File: config.mk
export PLATFORM = sky130hd
export DESIGN_NAME = cnmt_store
export DESIGN_NICKNAME = d
export VERILOG_FILES = /design/src/hdl/cnmt_store.sv
export SDC_FILE = /design/constraint.sdc
export NUM_CORES = 1
export LEC_CHECK = 0
export BUFFER_PORTS_ARGS = -buffer_cell sky130_fd_sc_hd__buf_2
export CAP_MARGIN = 10
export CORE_ASPECT_RATIO = 1.2
export CORE_MARGIN = 3
export CORE_UTILIZATION = 25
export CTS_CLUSTER_SIZE = 20
export DETAILED_ROUTE_END_ITERATION = 8
export PLACE_DENSITY = 0.48
export SLEW_MARGIN = 20
export SYNTH_ARGS = -nofsm -noshare
export SYNTH_HDL_FRONTEND = slang
export SYNTH_SLANG_ARGS = --single-unit
File: constraint.sdc
create_clock -name clk -period 18 [get_ports clk]
set_input_delay 0.9 -clock clk [delete_from_list [all_inputs] [get_ports clk]]
set_output_delay 0.9 -clock clk [all_outputs]
set_load 0.02 [all_outputs]
File: src/hdl/cnmt_store.sv
`timescale 1ns / 1ps

module cnmt_store #(
    parameter int ENTRIES = 16,
    parameter int KEY_W   = 64,
    localparam int IW     = $clog2(ENTRIES)
) (
    input  logic             clk,
    input  logic             wr_en,
    input  logic [IW-1:0]    wr_addr,
    input  logic [KEY_W-1:0] wr_data,
    input  logic [IW-1:0]    rd_addr,
    output logic [KEY_W-1:0] rd_data
);

    logic [KEY_W-1:0] mem [ENTRIES];
    logic [KEY_W-1:0] rd_data_reg;

    always_ff @(posedge clk)
    begin
        if (wr_en)
        begin
            mem[wr_addr] <= wr_data;
        end
    end

    always_ff @(posedge clk)
    begin
        rd_data_reg <= mem[rd_addr];
    end

    assign rd_data = rd_data_reg;

endmodule

==> impl.org <==
** Die
- The die covers 163000 sq um.
- Num rows :: 159
- In this run the standard cell core region covers 157000 sq um.
- Top Ports :: 138
- The die is 442 um tall.
- The initial utilization of the core area, before any placement, comes to 25.2%.
- Overall die width :: 369 um

** Setup path
- Capture point of the critical path :: rd_data[51]$_DFF_P_
- Required @ worst endpoint :: ~19 ns
- Endpoint class of the critical path :: flop
- Worst Setup Path Type :: primary input to flop
- Number of cells on the worst reg-to-reg path :: 3
- Maximum net fanout on the critical path :: 77
- Endpoint arrival time on the critical path :: 4.99 ns
- CP Launch Point :: rd_addr[0]
- Cell family with most CP delay :: buffers and inverters
- Walking the worst path, the cells encountered are buf_8 > buf_4 > buf_4 > buf_4 > buf_16 > mux4_2 > a22oi_1 > nand2_1.
- Library cell appearing most often on the critical path :: buf_4
- Depth of the critical timing path with buffers and inverters included :: 8
- Max stage delay cell, worst path :: buf_4
- Setup slack, reg-to-reg :: 16.58 ns
- Largest stage delay on the critical path :: around 0.83 ns
- Number of buffers and inverters on the critical path :: 5
- Critical path launch point type :: primary input
- End of the worst register-to-register path :: rd_data[59]$_DFF_P_
- Startpoint of the worst-slack reg-to-reg timing path :: mem[3][59]$_DFFE_PP_

** Timing
- Ratio of final minimum period to clock period :: 24.4%
- RSZ-0062 raised after global routing :: false
- Adding up every negative setup slack in the final design gives 0 ns.
- Post-layout minimum cycle time :: 4.40 ns
- Max-slew violations :: 0
- Final setup skew :: 0.0369 ns
- Headroom to the max-slew limit came out at 27.2%.
- Setup violations remaining at the end of the flow were counted as 0.
- The total count of hold-check failures in the final report was 0.
- Derived from the worst setup path, the maximum achievable clock frequency is roughly 0.23 GHz.
- At the pin with the least slew margin, the transition time is 1.09 ns.

** GRT
- Number of global-route vias before repair :: 19401
- Gr ovfl total :: 0
- Global routing used 12.2% of the available tracks.
- The first global-routing pass estimated 143000 um of wire.
- GR met2 Demand/Resource :: 20.9%
- Initial antenna violation count :: 39
- The global routing stage identified its most utilized layer as met2.
- Met3 global-route usage :: under 10%
- Routing usage on met1 :: around 16%
- Largest net degree at the start of global routing :: 102

** Clock tree
- The H-tree was split into 3 levels.
- Once the clock tree was built, the resizer swapped 0 gates to a different size.
- Clock tree from TritonCTS :: yes
- Clock-pin slew was measured on the worst setup and hold paths at 0.06 ns.
- CTS placed an instance of clkbuf_16 at the clock tree root.
- The clock drives 1088 sinks.
- Hold buffers post-CTS :: 0
- Post-CTS timing repair inserted 0 buffers for setup.
- Maximum buffer depth of the clock tree :: 3
- Clock latency on the worst-skew pair, taken at its later pin, is 0.70 ns.
- Clock tree synthesis inserted a total of between 100 and 150 buffers.

** Synthesis
- Of all flip-flops after synthesis, the portion carrying an async set or reset was 0%.
- Number of synthesized register bits :: about 1100
- Dominant cell type by area after synthesis :: edfxtp_1
- For this run, the leading register cell type out of synthesis is edfxtp_1.
- Library cell with the highest instance count after synthesis :: edfxtp_1
- Netlist Area Pre-Place :: 39600 sq um
- In the synthesized netlist, the number of instances is 1647.
- For this run, the number of Yosys warnings is 0.
- Ranked by total cell area, the synthesized netlist is headed by edfxtp_1, mux4_2, dfxtp_1.
- Top post-synthesis cells by count :: edfxtp_1, mux4_2, a22oi_1
- Portion of the post-synthesis area used by sequential elements :: 80.9%
- When the netlist entered floorplanning its net count stood at 1721.
- Area fraction of the dominant cell type after synthesis :: 77.7%
- Counting flops with a built-in enable in the synthesized netlist gives ~1000.
- Mean Syn Cell Area :: about 24 sq um
- After synthesis, the netlist uses 18 different library cells.

** Detailed routing
- Detailed router's first-iteration violation count :: 1414
- In this run the remaining antenna-violating nets after routing total 0.
- Number of iterations in the first detailed-routing pass :: 5
- Total via count in the routed design :: approximately 18000
- Detailed-route DRC error count :: 0
- In the routed layout, each cell is associated on average with a via count of 4.39.
- After detailed routing, the average wire length per cell comes to 24.9 um.
- Total detailed-routing wirelength :: 101000 um

** Pwr
- Int Power :: 4.38 mW
- Combinational power share :: 4.7%
- Peak VDD IR :: around 0.077 mV
- For this design the ratio of total power to cell area is 118 nW/um^2.
- P_leak :: approximately 15 nW
- Sw Share :: 21.0%
- Switching Power :: 1.16 mW
- In this run, flip-flops and latches consume about half of the power.
- Clock group share of total power :: 43.8%

** Finish
- Nets@finish :: 1925
- Share of cells above drive strength 1 :: 32.6%
- The register with the most flip-flops in the layout has 1024 of them.
- Relative to the synthesized area, the layout overhead comes to 18.4%.
- Design Area, Final :: 46900 sq um

** Place
- The HPWL after detailed placement is 51000 um.
- Routability cong. :: 0.668
- Buffers added on ports :: between 100 and 150
- The placed instances occupy a cell area of 42900 sq um.

** Run
- Max Cap Viol :: 0

** Outcome
- Run status :: finished clean

** Worst hold path
- Path class of the lowest-slack min-delay path :: primary input to flop
[per-stage QoR]
stage	hold slack (ns)	util (%)	instances	setup slack, ns	total power [mW]
6_report	0.567	29.9	4044	13.60	5.54
5_1_grt	0.531	29.9	4038	13.08	5.74
4_1_cts	0.482	29.8	4033	13.23	5.63
3_5_place_dp	0.659	27.3	3831	12.43	3.18
3_3_place_gp	0.653	27.3	3830	12.52	3.17
2_1_floorplan	0.635	-	1647	11.67	3.06
[worst register-to-register path, stage by stage, from the launching register on]
cell	delay [ns]
edfxtp_1	0.36
mux4_2	0.47
a22oi_1	0.34
nand2_1	0.10
[how the worst min path moves through the flow]
stage	slack [ns]	end	cells after the start	from
6_report	0.57	mem[7][58]$_DFFE_PP_	1	wr_data[58]
5_1_grt	0.53	mem[15][44]$_DFFE_PP_	1	wr_data[44]
4_1_cts	0.48	mem[3][44]$_DFFE_PP_	1	wr_data[44]
3_5_place_dp	0.66	rd_data[40]$_DFF_P_	3	mem[6][40]$_DFFE_PP_
3_3_place_gp	0.65	rd_data[48]$_DFF_P_	3	mem[4][48]$_DFFE_PP_
2_1_floorplan	0.63	rd_data[0]$_DFF_P_	3	mem[14][0]$_DFFE_PP_
[cell usage in the layout (no fill, tap or decap)]
| master | synthesis | routed |
|---|---|---|
| a22oi_1 | 128 | 128 |
| and2_4 | 0 | 1 |
| buf_16 | 0 | 3 |
| buf_2 | 13 | 135 |
| buf_4 | 6 | 36 |
| buf_6 | 13 | 1 |
| buf_8 | 0 | 2 |
| bufinv_16 | 0 | 21 |
| clkbuf_1 | 36 | 15 |
| clkbuf_16 | 0 | 109 |
| clkbuf_8 | 0 | 7 |
| clkinv_1 | 0 | 7 |
| clkinv_16 | 0 | 3 |
| clkinv_2 | 0 | 24 |
| clkinv_4 | 0 | 3 |
| clkinv_8 | 0 | 4 |
| clkinvlp_4 | 0 | 8 |
| dfxtp_1 | 64 | 64 |
| diode_2 | 0 | 9 |
| edfxtp_1 | 1024 | 1024 |
| inv_6 | 0 | 1 |
| mux4_2 | 256 | 256 |
| nand2_1 | 65 | 65 |
| nand2b_1 | 2 | 2 |
| nand3_1 | 1 | 1 |
| nand3b_1 | 2 | 2 |
| nor2_4 | 0 | 13 |
| nor2b_4 | 0 | 2 |
| nor3_2 | 0 | 4 |
| or3b_2 | 1 | 1 |
[cells by family after synthesis]
logic type             share of synthesized area [%]
AND/OR/NAND/NOR                                0.942
AO/OA/AOI/OAI                                   2.43
buffers and inverters                           1.14
flip-flops                                      80.9
multiplexers                                    14.6
[layer usage]
metal	vias to the layer above	share of wire, %	routed length (um)
met3	150	5.5	5530
met5	-	0.19	187
met2	414	51	51100
met4	30	1.8	1840
met1	9683	42	41900
li1	7479	-	-
[power by group through the flow]
| stage | clock network, mW | logic [mW] | registers [mW] |
|---|---|---|---|
| 3_5_place_dp | 0 | 0.268 | 2.91 |
| 5_1_grt | 2.60 | 0.283 | 2.86 |
| 6_report | 2.43 | 0.261 | 2.86 |
| 2_1_floorplan | 0 | 0.135 | 2.92 |
| 4_1_cts | 2.50 | 0.269 | 2.86 |
| 3_3_place_gp | 0 | 0.262 | 2.91 |
[final cells by class]
type,instances,area (sq um)
clock inverters,71,1030
repair buffers,177,1070
multi-input cells,475,7230
well taps,2093,2620
flip-flops and latches,1088,32000
fillers,15084,110000
clock buffers,131,2880
diodes,9,22.5
(Power assumes the default switching activity.)
